===== config.mk =====
export PLATFORM = sky130hd
export DESIGN_NAME = tvbb_bounds_flat
export DESIGN_NICKNAME = d
export VERILOG_FILES = /design/src/rtl/tvbb_pkg.sv /design/src/rtl/tvbb_if.sv /design/src/rtl/tvbb_bounds.sv /design/src/flat_wrapper.sv
export SDC_FILE = /design/constraint.sdc
export NUM_CORES = 1
export LEC_CHECK = 0
export BUFFER_PORTS_ARGS = -buffer_cell sky130_fd_sc_hd__buf_2
export CAP_MARGIN = 20
export CORE_UTILIZATION = 43
export CTS_CLUSTER_SIZE = 14
export DETAILED_ROUTE_END_ITERATION = 10
export GPL_ROUTABILITY_DRIVEN = 0
export PLACE_DENSITY = 0.72
export SLEW_MARGIN = 30
export SYNTH_ARGS = -nofsm -noshare
export SYNTH_HDL_FRONTEND = slang
export SYNTH_SLANG_ARGS = --single-unit

===== constraint.sdc =====
create_clock -name clk_i -period 23.2 [get_ports clk_i]
set_input_delay 1.16 -clock clk_i [delete_from_list [all_inputs] [get_ports clk_i]]
set_output_delay 1.16 -clock clk_i [all_outputs]
set_load 0.02 [all_outputs]

===== src/rtl/tvbb_pkg.sv =====
// shared types and constants of the transformed vertex bounding box
package tvbb_pkg;

  // fixed-point formats
  localparam int unsigned COORD_W = 32;
  localparam int unsigned COEF_W  = 16;
  localparam int unsigned ROW_W   = 3 * COEF_W;
  localparam int unsigned PROD_W  = COORD_W + COEF_W;
  localparam int unsigned ACC_W   = PROD_W + 3;
  localparam int unsigned FRAC_SH = 14;
  localparam int unsigned AXES    = 3;

  localparam logic signed [COORD_W-1:0] Q_MAX = 32'sh7fff_ffff;
  localparam logic signed [COORD_W-1:0] Q_MIN = 32'sh8000_0000;
  localparam logic signed [ACC_W-1:0]   ROUND_HALF = 51'sd8192;

  // configuration port
  localparam int unsigned CFG_IDX_W  = 3;
  localparam int unsigned CFG_DATA_W = ROW_W;

  typedef enum logic [CFG_IDX_W-1:0] {
    REG_ROW_X   = 3'd0,
    REG_ROW_Y   = 3'd1,
    REG_ROW_Z   = 3'd2,
    REG_SHIFT_X = 3'd3,
    REG_SHIFT_Y = 3'd4,
    REG_SHIFT_Z = 3'd5
  } cfg_reg_e;

  localparam logic [ROW_W-1:0] ROW_X_RST = 48'h4000_0000_0000;
  localparam logic [ROW_W-1:0] ROW_Y_RST = 48'h0000_4000_0000;
  localparam logic [ROW_W-1:0] ROW_Z_RST = 48'h0000_0000_4000;

  typedef struct packed {
    logic signed [COORD_W-1:0] local_x;
    logic signed [COORD_W-1:0] local_y;
    logic signed [COORD_W-1:0] local_z;
    logic                      last_vertex;
  } vertex_t;

  typedef struct packed {
    logic signed [COORD_W-1:0] min_x;
    logic signed [COORD_W-1:0] min_y;
    logic signed [COORD_W-1:0] min_z;
    logic signed [COORD_W-1:0] max_x;
    logic signed [COORD_W-1:0] max_y;
    logic signed [COORD_W-1:0] max_z;
  } box_t;

  typedef struct packed {
    logic [CFG_IDX_W-1:0]  index;
    logic [CFG_DATA_W-1:0] data;
  } cfg_t;

  // model transform: rows [0]=x [1]=y [2]=z
  typedef struct packed {
    logic [AXES-1:0][ROW_W-1:0]   rows;
    logic [AXES-1:0][COORD_W-1:0] shifts;
  } xform_t;

  // world-space vertex handed from the transform to the bounds tracker
  typedef struct packed {
    logic                                valid;
    logic                                last;
    logic [AXES-1:0][COORD_W-1:0]        coord;
  } world_t;

endpackage


===== src/rtl/tvbb_if.sv =====


interface tvbb_box_if;
  logic           valid;
  logic           ready;
  tvbb_pkg::box_t data;
  modport source (output valid, output data, input ready);
  modport sink   (input valid, input data, output ready);
endinterface



===== src/rtl/tvbb_bounds.sv =====
// running per-axis min/max with the result register toward the bounds channel
module tvbb_bounds (
  input  logic             clk_i,
  input  logic             rst_ni,
  input  tvbb_pkg::world_t world_i,
  output logic             stall_o,
  tvbb_box_if.source       box_o
);
  import tvbb_pkg::*;

  logic                         first_q;
  logic [AXES-1:0][COORD_W-1:0] low_q, low_d;
  logic [AXES-1:0][COORD_W-1:0] high_q, high_d;
  logic                         box_valid_q;
  box_t                         box_q;
  logic                         upd;
  logic                         emit;

  // a last vertex cannot retire while the previous box is still untaken
  assign stall_o = world_i.valid && world_i.last && box_valid_q && !box_o.ready;
  assign upd     = world_i.valid && !stall_o;
  assign emit    = upd && world_i.last;

  // compare against running bounds, or seed on the first vertex
  always_comb begin
    for (int a = 0; a < AXES; a++) begin
      if (first_q) begin
        low_d[a]  = world_i.coord[a];
        high_d[a] = world_i.coord[a];
      end else begin
        low_d[a]  = ($signed(world_i.coord[a]) < $signed(low_q[a]))
                  ? world_i.coord[a] : low_q[a];
        high_d[a] = ($signed(world_i.coord[a]) > $signed(high_q[a]))
                  ? world_i.coord[a] : high_q[a];
      end
    end
  end

  always_ff @(posedge clk_i or negedge rst_ni) begin
    if (!rst_ni) begin
      first_q <= 1'b1;
      low_q   <= '0;
      high_q  <= '0;
    end else if (upd) begin
      first_q <= world_i.last;
      low_q   <= low_d;
      high_q  <= high_d;
    end
  end

  // output register
  always_ff @(posedge clk_i or negedge rst_ni) begin
    if (!rst_ni) begin
      box_valid_q <= 1'b0;
    end else if (emit) begin
      box_valid_q <= 1'b1;
    end else if (box_o.ready) begin
      box_valid_q <= 1'b0;
    end
  end

  always_ff @(posedge clk_i) begin
    if (emit) begin
      box_q.min_x <= low_d[0];
      box_q.min_y <= low_d[1];
      box_q.min_z <= low_d[2];
      box_q.max_x <= high_d[0];
      box_q.max_y <= high_d[1];
      box_q.max_z <= high_d[2];
    end
  end

  assign box_o.valid = box_valid_q;
  assign box_o.data  = box_q;

endmodule


===== src/flat_wrapper.sv =====
// flat-port wrapper written by rule: the top's interface ports become plain ports
module tvbb_bounds_flat import tvbb_pkg::*;
  (clk_i, rst_ni, world_i, stall_o, box_o_valid, box_o_data, box_o_ready);
  tvbb_box_if box_o_i ();
  input  logic clk_i;
  input  logic rst_ni;
  input  tvbb_pkg::world_t world_i;
  output logic stall_o;
  output wire logic [$bits(box_o_i.valid)-1:0] box_o_valid;
  output wire logic [$bits(box_o_i.data)-1:0] box_o_data;
  input wire logic [$bits(box_o_i.ready)-1:0] box_o_ready;
  assign box_o_valid = box_o_i.valid;
  assign box_o_data = box_o_i.data;
  assign box_o_i.ready = box_o_ready;
  tvbb_bounds u_core (.clk_i(clk_i), .rst_ni(rst_ni), .world_i(world_i), .stall_o(stall_o), .box_o(box_o_i));
endmodule

==> results of run 1 <==
## worst paths after layout
path | start | to | slack [ns] | depth (start not counted)
setup / recovery | world_i[63] | u_core.box_o.data[63] | 18.58 | 12
hold / removal | u_core.high_q[38] | u_core.high_q[38] | 0.48 | 1
setup reg to reg | u_core.high_q[63] | u_core.box_o.data[63] | 18.85 | 12
hold reg to reg | u_core.high_q[38] | u_core.high_q[38] | 0.48 | 1
max in group asynchronous | rst_ni | u_core.low_q[76] | 21.50 | 2
min in group asynchronous | rst_ni | u_core.high_q[60] | 0.58 | 1
## synth_stat cells, types with 27 or more instances
cell / instances / area (sq um)
a21oi_1: 113 / 566
a31oi_1: 54 / 338
clkbuf_1: 82 / 308
dfrtp_1: 193 / 4830
edfxtp_1: 192 / 5770
ha_1: 189 / 2360
inv_1: 193 / 724
mux2_2: 252 / 2840
mux2_4: 27 / 405
mux2i_1: 36 / 360
nand2_1: 196 / 736
nand3_1: 137 / 686
nand3b_1: 33 / 248
nand4b_1: 33 / 289
nor3_1: 69 / 345
o21ai_0: 65 / 325
o31a_1: 62 / 543
## routing by layer
layer  vias up  part of all wire (%)  wire length, um
met4         6                   3.2             2000
met2       674                    48            29400
li1       8324                     -                -
met3       143                   6.4             3940
met1      8837                    43            26200
met5         -                 0.057               35
## logic make-up (layout without fill, tap and decap cells)
| group | after synthesis | in the layout | synth area share (%) |
|---|---|---|---|
| muxes | 325 | 325 | 16.0 |
| DFF | 386 | 386 | 45.7 |
| and+or+nand+nor | 554 | 554 | 12.2 |
| adders and majority gates | 189 | 189 | 10.2 |
| buffers and inverters | 317 | 601 | 5.79 |
| AOI/OAI and AO/OA | 359 | 359 | 10.1 |
| other | 0 | 7 | 0 |
## through the flow
step                instance area, sq um  hold WS [ns]  setup WS [ns]  utilization (%)
finish                             26800         0.483          18.58             50.7
global route                       26800         0.495          18.33             50.7
CTS                                26800         0.489          18.69             50.6
detailed placement                 25300         0.475          18.08             47.8
global placement                   25300         0.467          18.24             47.7
floorplan                          23200         0.458          13.20                -
## sequential cells by signal, summed over array words and instances, names as in the netlist
signal and count:
u_core.box_o.data 192, u_core.low_q 96, u_core.high_q 96, u_core.box_o.valid 1
u_core.first_q 1
## final cells by class
cell class                      count  area [sq um]
Antenna cell                        7          17.5
Clock buffer                       61          1300
Clock inverter                     24           171
Fill cell                        4597         26100
Inverter                          194           728
Multi-Input combinational cell   1427         11400
Sequential cell                   386         10600
Tap cell                          688           861
Timing Repair Buffer              322          1740
## power by group through the flow
stage	Sequential [mW]	Clock (mW)	Combinational (mW)
detailed placement	1.18	0	1.67
finish	1.17	0.699	1.69
floorplan	1.21	0	1.21
global route	1.20	0.741	1.86
CTS	1.18	0.718	1.68
global placement	1.17	0	1.59
## critical path, delay by kind of cell
kind | cells | cell delay, ns
adder cells (fa/ha/maj) | 1 | 0.33
buffers and inverters | 5 | 1.80
multiplexers | 1 | 0.28
AND/OR/NAND/NOR | 2 | 0.69
AO/OA/AOI/OAI | 3 | 0.62
==> flow_summary.yaml, run 1 <==
clock_network:
  cts_buffer_depth: 3
  post_cts_buffers: 0
  cts_resized: 0
  numCtsBuffers: 46
  clk_pin_slew_ns: 0.06
  cts_root_buf: "clkbuf_16"
  cts_sinks: 386
  cts_tree: "done"
  h-tree-depth: 2
  clock_latency_ns: 0.58
  postCtsHoldBufs: 0
pwr:
  netSwitchingFraction_pct: 39.5
  totalPowerFinal_mw: 3.56
  powerDensity_nw_per_um2: 133
  peakVddDrop_uv: 72.9
  clockPowerShare_pct: 19.6
  leakage_nw: 11.8
  p_seq_share_pct: 33.0
  combPwrFrac_pct: 47.4
  power.switching_mw: 1.40
  p_int_mw: 2.15
die:
  die_w_um: 234
  core_sq_um: 53000
  dieArea_sq_um: 55000
  fp.dieH_um: 234
  initial_utilization_pct: 43.8
  fp-row-count: 84
  ioPinCount: 295
placed_design:
  io_buffers: 294
  place_inst: 3016
  hpwl_um: 41700
job:
  maxCapViolations: 0
setup_path:
  crit_required_ns: 23.51
  worstSetupEndpointType: "flop"
  crit_arrival_ns: 4.93
  path_cells: "buf_2 > ha_2 > buf_4 > clkinv_1 > buf_4 > a21oi_1 > a211oi_1 > o21a_1 > and3_2 > buf_4 > mux2i_1 > nand3_1"
  max_stage_delay_ns: 0.63
  crit_top_cell: "buf_4"
  cp_max_fo: 62
  critical_path.slowest_cell: "buf_4"
  crit_type: "input port to flop"
  crit_path_start_kind: "input port"
drt:
  firstDrtPassIters: 5
  drc_errors: 0
  wl_per_cell_um: 19.8
  via_per_inst: 5.78
  antenna_left: 0
  wl_um: 61500
  first_iter_violations: 1412
  vias: 18000
sta:
  relSlewSlack_pct: 38.3
  period_needed_ns: 4.62
  hold_viol: 0
  period_share_pct: 19.9
  finalSetupViolCount: 0
  worstMarginPinSlew_ns: 0.926
  grt_setup_unrepaired: "no"
  slew_violations: 0
  timing.fmax_ghz: 0.216
  setup-tns-final_ns: 0
  fin_skew_ns: 0.0277
yosys:
  netlist_area_sq_um: 23200
  syn-num-nets: 2420
  synth_enable_flop_cells: 192
  ys_ff_latch: 386
  synth_area_per_cell_sq_um: 10.9
  synthFlopType: "dfrtp_1"
  async_reset_ff_share_pct: 50.3
  yosysUniqueCellTypes: 59
  yosysWarnings: 0
  synth_sequential_area_ratio_pct: 45.7
  synthCells: 2130
outcome:
  status: "finished, final reports clean"
grt:
  grt_use_met3_pct: 3.90
  grt_overflow: 0
  use_met2_pct: 36.4
  grt_pass1_vias: 17900
  grtUsageTotal_pct: 22.1
  grt-busiest-layer: "met2"
  antenna_found_initial: 10
  use_met1_pct: 29.1
  grt_max_degree: 125
  grt_pass1_wl_um: 96700
final_layout:
  nets: 2667
  area_delta_synth_final_pct: 15.6
  final_cells: 3109
  drive_above_1_share_pct: 29.2
  final_cell_mix: "buf_2, mux2_2, nand2_1"
  final_common_cell: "buf_2"
hold_path:
  hp-class: "flop to flop"
Note: power is estimated with default switching activity, not from simulation.
==> inputs of run 2 (changes only) <==
Settings changed: PLACE_DENSITY 0.72 to 0.75.
Clock period 23.2 ns to 3.9 ns, I/O delays scaled along.
==> run 2 against run 1 <==
  * First-iteration DRC count up 12%
  * Non-clock buffer count up 114
  * Highest routed layer is now met4
  * Clock skew down 0.014 ns
  * Core utilization up 2.5 points
  * Die area unchanged
==> flow_summary.yaml, run 2 (synthesis gave the netlist of run 1 again) <==
hold_path:
  hp-class: "input port to flop"
  hold_start: "world_i[56]"
  hold_path_depth: 2
  hold_end: "u_core.high_q[56]"
drt:
  antenna_left: 0
  vias: 18500
  wl_per_cell_um: 19.9
  first_iter_violations: 1588
  drc_errors: 0
  firstDrtPassIters: 8
  via_per_inst: 5.76
  wl_um: 64000
sta:
  setup-tns-final_ns: 0
  finalSetupViolCount: 0
  period_needed_ns: 3.62
  worstMarginPinSlew_ns: 0.879
  slew_violations: 0
  grt_setup_unrepaired: "no"
  period_share_pct: 92.9
  hold_viol: 0
  fin_skew_ns: 0.0140
  relSlewSlack_pct: 41.4
  timing.fmax_ghz: 0.276
clock_network:
  clock_latency_ns: 0.58
  cts_root_buf: "clkbuf_16"
  clk_pin_slew_ns: 0.06
  cts_tree: "done"
  post_cts_buffers: 0
  cts_sinks: 386
  postCtsHoldBufs: 97
  numCtsBuffers: 46
  h-tree-depth: 2
  cts_buffer_depth: 3
  cts_resized: 0
outcome:
  status: "finished, final reports clean"
pwr:
  netSwitchingFraction_pct: 38.7
  p_seq_share_pct: 31.8
  powerDensity_nw_per_um2: 781
  leakage_nw: 12.4
  clockPowerShare_pct: 21.2
  power.switching_mw: 8.52
  p_int_mw: 13.5
  combPwrFrac_pct: 47.0
  peakVddDrop_uv: 386
setup_path:
  crit_required_ns: 4.36
  rr_endpoint: "u_core.low_q[85]"
  rr_startpoint: "u_core.low_q[93]"
  cpLargestDelayFamily: "compound AO/OA/AOI/OAI gates"
  timing.critical_path.buf_inv: 2
  worstSetupEndpointType: "flop"
  crit_path_start_kind: "flop"
  max_stage_delay_ns: 0.70
  reg2reg_depth: 10
  r2r_slack_ns: 0.28
  crit_type: "flop to flop"
  critical_path.slowest_cell: "a211oi_4"
  crit_top_cell: "a21o_1"
  crit_arrival_ns: 4.08
  path_cells: "inv_1 > ha_1 > a21o_1 > a21o_1 > a221oi_1 > o21ai_0 > a21o_1 > a211oi_4 > buf_4 > mux2_2"
  cp_max_fo: 20
grt:
  grt_pass1_wl_um: 99800
  grt_overflow: 0
  grt_pass1_vias: 18400
  antenna_found_initial: 3
  grtUsageTotal_pct: 23.0
  grt_max_degree: 97
final_layout:
  largest_reg_flops: 192
  area_delta_synth_final_pct: 21.3
  drive_above_1_share_pct: 28.4
  fin_util_pct: 53.2
  final_cell_mix: "buf_2, mux2_2, nand2_1"
  nets: 2781
  final_common_cell: "buf_2"
placed_design:
  hpwl_um: 42700
  io_buffers: 294
job:
  maxCapViolations: 0
die:
  core_sq_um: 53000
  ioPinCount: 295
  initial_utilization_pct: 43.8
  fp.dieH_um: 234
  dieArea_sq_um: 55000
  fp-row-count: 84
  die_w_um: 234
==> run 2: changes by cell type in the layout (fill, tap and decap cells not counted), moves of 3 or more <==
cell / delta
buf_12: +9
buf_4: +12
buf_6: -3
bufinv_16: +7
clkbuf_1: +3
clkbuf_8: -3
clkinvlp_4: -6
diode_2: -5
dlygate4sd3_1: +97
==> run 2: power by group through the flow <==
stage	combinational (mW)	clock [mW]	sequential (mW)
CTS	10.3	4.76	6.96
global route	11.3	4.91	7.15
finish	10.3	4.67	6.99
floorplan	7.17	0	7.18
detailed placement	10.1	0	7.02
global placement	9.64	0	6.94
==> run 2: stage by stage <==
| stage | hold slack (ns) | power, mW | cell area (sq um) | setup slack [ns] | instances |
|---|---|---|---|---|---|
| finish | 0.0387 | 22.0 | 28200 | 0.276 | 3218 |
| detailed placement | 0.298 | 17.1 | 25500 | 0.291 | 3033 |
| floorplan | -0.101 | 14.3 | 23200 | 0.00985 | 2130 |
| CTS | 0.00269 | 22.0 | 28100 | 0.323 | 3215 |
| global route | 0.0120 | 23.4 | 28200 | 0.123 | 3218 |
| global placement | 0.293 | 16.6 | 25500 | 0.425 | 3033 |
==> run 2: worst max path at each step <==
| stage | from | end | depth (start not counted) |
|---|---|---|---|
| CTS | u_core.low_q[93] | u_core.low_q[85] | 10 |
| global route | u_core.low_q[33] | u_core.box_o.data[128] | 9 |
| detailed placement | u_core.low_q[93] | u_core.low_q[85] | 10 |
| global placement | u_core.low_q[33] | u_core.box_o.data[128] | 9 |
| floorplan | u_core.box_o.valid | u_core.box_o.data[0] | 2 |
| finish | u_core.low_q[93] | u_core.low_q[85] | 10 |
==> run 2: metal layers <==
metal	up-vias	GRT usage, %	share of wire, %
met2	711	38.5	48
met1	9141	29.8	42
met3	138	4.02	6.4
met4	0	8.25	3.1
li1	8530	-	-
met5	-	0	0
==> run 2: cell type report <==
| class | instances | area, sq um |
|---|---|---|
| diodes | 2 | 5.00 |
| clock buffers | 63 | 1320 |
| clock inverters | 22 | 318 |
| fillers | 4426 | 24800 |
| inverters | 194 | 728 |
| multi-input cells | 1427 | 11400 |
| flip-flops and latches | 386 | 10600 |
| well taps | 688 | 861 |
| repair buffers | 436 | 2920 |
==> inputs of run 3 (changes only) <==
Settings changed: PLACE_DENSITY 0.75 to not set.
==> run 3 against run 2 <==
  * Worst hold slack barely moved
  * Cell count decreased by 0.22%
  * Highest routed layer is now met5
  * Worst setup slack better by 0.19 ns
==> flow_summary.yaml, run 3 (synthesis gave the netlist of run 1 again) <==
clock_network:
  numCtsBuffers: 46
  cts_buffer_depth: 3
  h-tree-depth: 2
  cts_sinks: 386
  clock_latency_ns: 0.58
  clk_pin_slew_ns: 0.06
  cts_tree: "done"
  cts_root_buf: "clkbuf_16"
  post_cts_buffers: 0
sta:
  worstMarginPinSlew_ns: 1.00
  hold_viol: 0
  slew_violations: 0
  period_needed_ns: 3.43
  setup-tns-final_ns: 0
  period_share_pct: 88.0
  grt_setup_unrepaired: "no"
  relSlewSlack_pct: 33.2
  fin_skew_ns: 0.0199
  timing.fmax_ghz: 0.291
  holdWs_ns: 0.0386
  finalSetupViolCount: 0
drt:
  via_per_inst: 5.59
  first_iter_violations: 1345
  drt-met1-wl_um: 27600
  wl_met2_um: 29500
  wl_per_cell_um: 19.3
  wl_met3_um: 3350
  highest_layer: "met5"
  antenna_left: 0
  drc_errors: 0
  vias: 17900
  firstDrtPassIters: 5
  wl_um: 62100
die:
  initial_utilization_pct: 43.8
  ioPinCount: 295
  fp-row-count: 84
  die_w_um: 234
  core_sq_um: 53000
  fp.dieH_um: 234
  dieArea_sq_um: 55000
final_layout:
  largest_reg_flops: 192
  final_cell_mix: "buf_2, mux2_2, nand2_1"
  drive_above_1_share_pct: 28.0
  area_delta_synth_final_pct: 20.2
  final_common_cell: "buf_2"
  nets: 2775
setup_path:
  max_stage_delay_ns: 0.59
  worstSetupEndpointType: "flop"
  cp_max_fo: 32
  crit_required_ns: 4.22
  critical_path.slowest_cell: "and3_2"
  crit_path_start_kind: "flop"
  path_cells: "inv_1 > ha_1 > nor2b_1 > o211ai_1 > a21boi_0 > o31ai_4 > and3_2 > buf_4 > mux2i_1 > nand3_1"
  r2r_slack_ns: 0.47
  crit_type: "flop to flop"
  crit_arrival_ns: 3.75
grt:
  grt_pass1_vias: 17900
  grt_pass1_wl_um: 97200
  grt_max_degree: 147
  antenna_found_initial: 1
  grtUsageTotal_pct: 22.4
  grt_overflow: 0
pwr:
  leakage_nw: 12.2
  clockPowerShare_pct: 20.3
  powerDensity_nw_per_um2: 767
  peakVddDrop_uv: 447
  power.switching_mw: 8.27
  p_seq_share_pct: 32.5
  p_int_mw: 13.1
  combPwrFrac_pct: 47.2
  netSwitchingFraction_pct: 38.6
placed_design:
  hpwl_um: 41000
  io_buffers: 294
hold_path:
  hp-class: "input port to flop"
outcome:
  status: "finished, final reports clean"
job:
  maxCapViolations: 0
run 3: path summary, 6_finish.rpt:
path | startpoint | end | cells after the start
worst max-delay path | u_core.high_q[33] | u_core.box_o.data[50] | 10
worst min-delay path | world_i[52] | u_core.high_q[52] | 2
worst max register to register | u_core.high_q[33] | u_core.box_o.data[50] | 10
worst min register to register | u_core.high_q[39] | u_core.high_q[39] | 1
max in group asynchronous | rst_ni | u_core.low_q[90] | 3
min in group asynchronous | rst_ni | u_core.high_q[88] | 2
run 3: timing repair:
action / 4_1_cts / 5_1_grt
gates resized for setup: 0 / 0
hold buffers: 96 / 0
endpoints found under the hold margin: 297 / 0
setup endpoints to repair: 0 / 0
run 3: metrics by stage:
stage          total power [mW]  setup slack [ns]  util, %  area [sq um]  std cells
2_1_floorplan              14.3           0.00985        -         23200       2130
3_3_place_gp               16.7             0.524     48.0         25400       3029
3_5_place_dp               17.0             0.478     48.0         25400       3029
4_1_cts                    21.6             0.497     52.7         27900       3210
5_1_grt                    22.9             0.227     52.7         27900       3210
6_report                   21.4             0.469     52.7         27900       3211
run 3: cell type report:
class / count / area (sq um)
Fill cell: 4727 / 25100
Multi-Input combinational cell: 1427 / 11400
Sequential cell: 386 / 10600
Timing Repair Buffer: 430 / 2820
Clock buffer: 63 / 1300
Tap cell: 688 / 861
Inverter: 194 / 728
Clock inverter: 22 / 211
Antenna cell: 1 / 2.50
run 3: routing by layer:
layer / GRT usage, % / vias up
met5: 0 / -
met4: 7.00 / 2
met3: 3.91 / 99
met2: 37.0 / 483
met1: 30.0 / 8850
li1: - / 8505
run 3: power groups by stage:
stage / clock [mW] / sequential [mW] / combinational (mW)
2_1_floorplan: 0 / 7.18 / 7.17
6_report: 4.34 / 6.96 / 10.1
3_5_place_dp: 0 / 7.02 / 9.99
3_3_place_gp: 0 / 6.95 / 9.71
5_1_grt: 4.60 / 7.14 / 11.2
4_1_cts: 4.45 / 6.96 / 10.2
run 3: worst max-delay path: cells and delay by family, from the launching register on:
family | cells | cell delay (ns)
AO/OA/AOI/OAI | 3 | 0.83
buffers and inverters | 2 | 0.57
adder cells (fa/ha/maj) | 1 | 0.28
AND/OR/NAND/NOR | 3 | 0.81
multiplexers | 1 | 0.28
flip-flops | 1 | 0.38
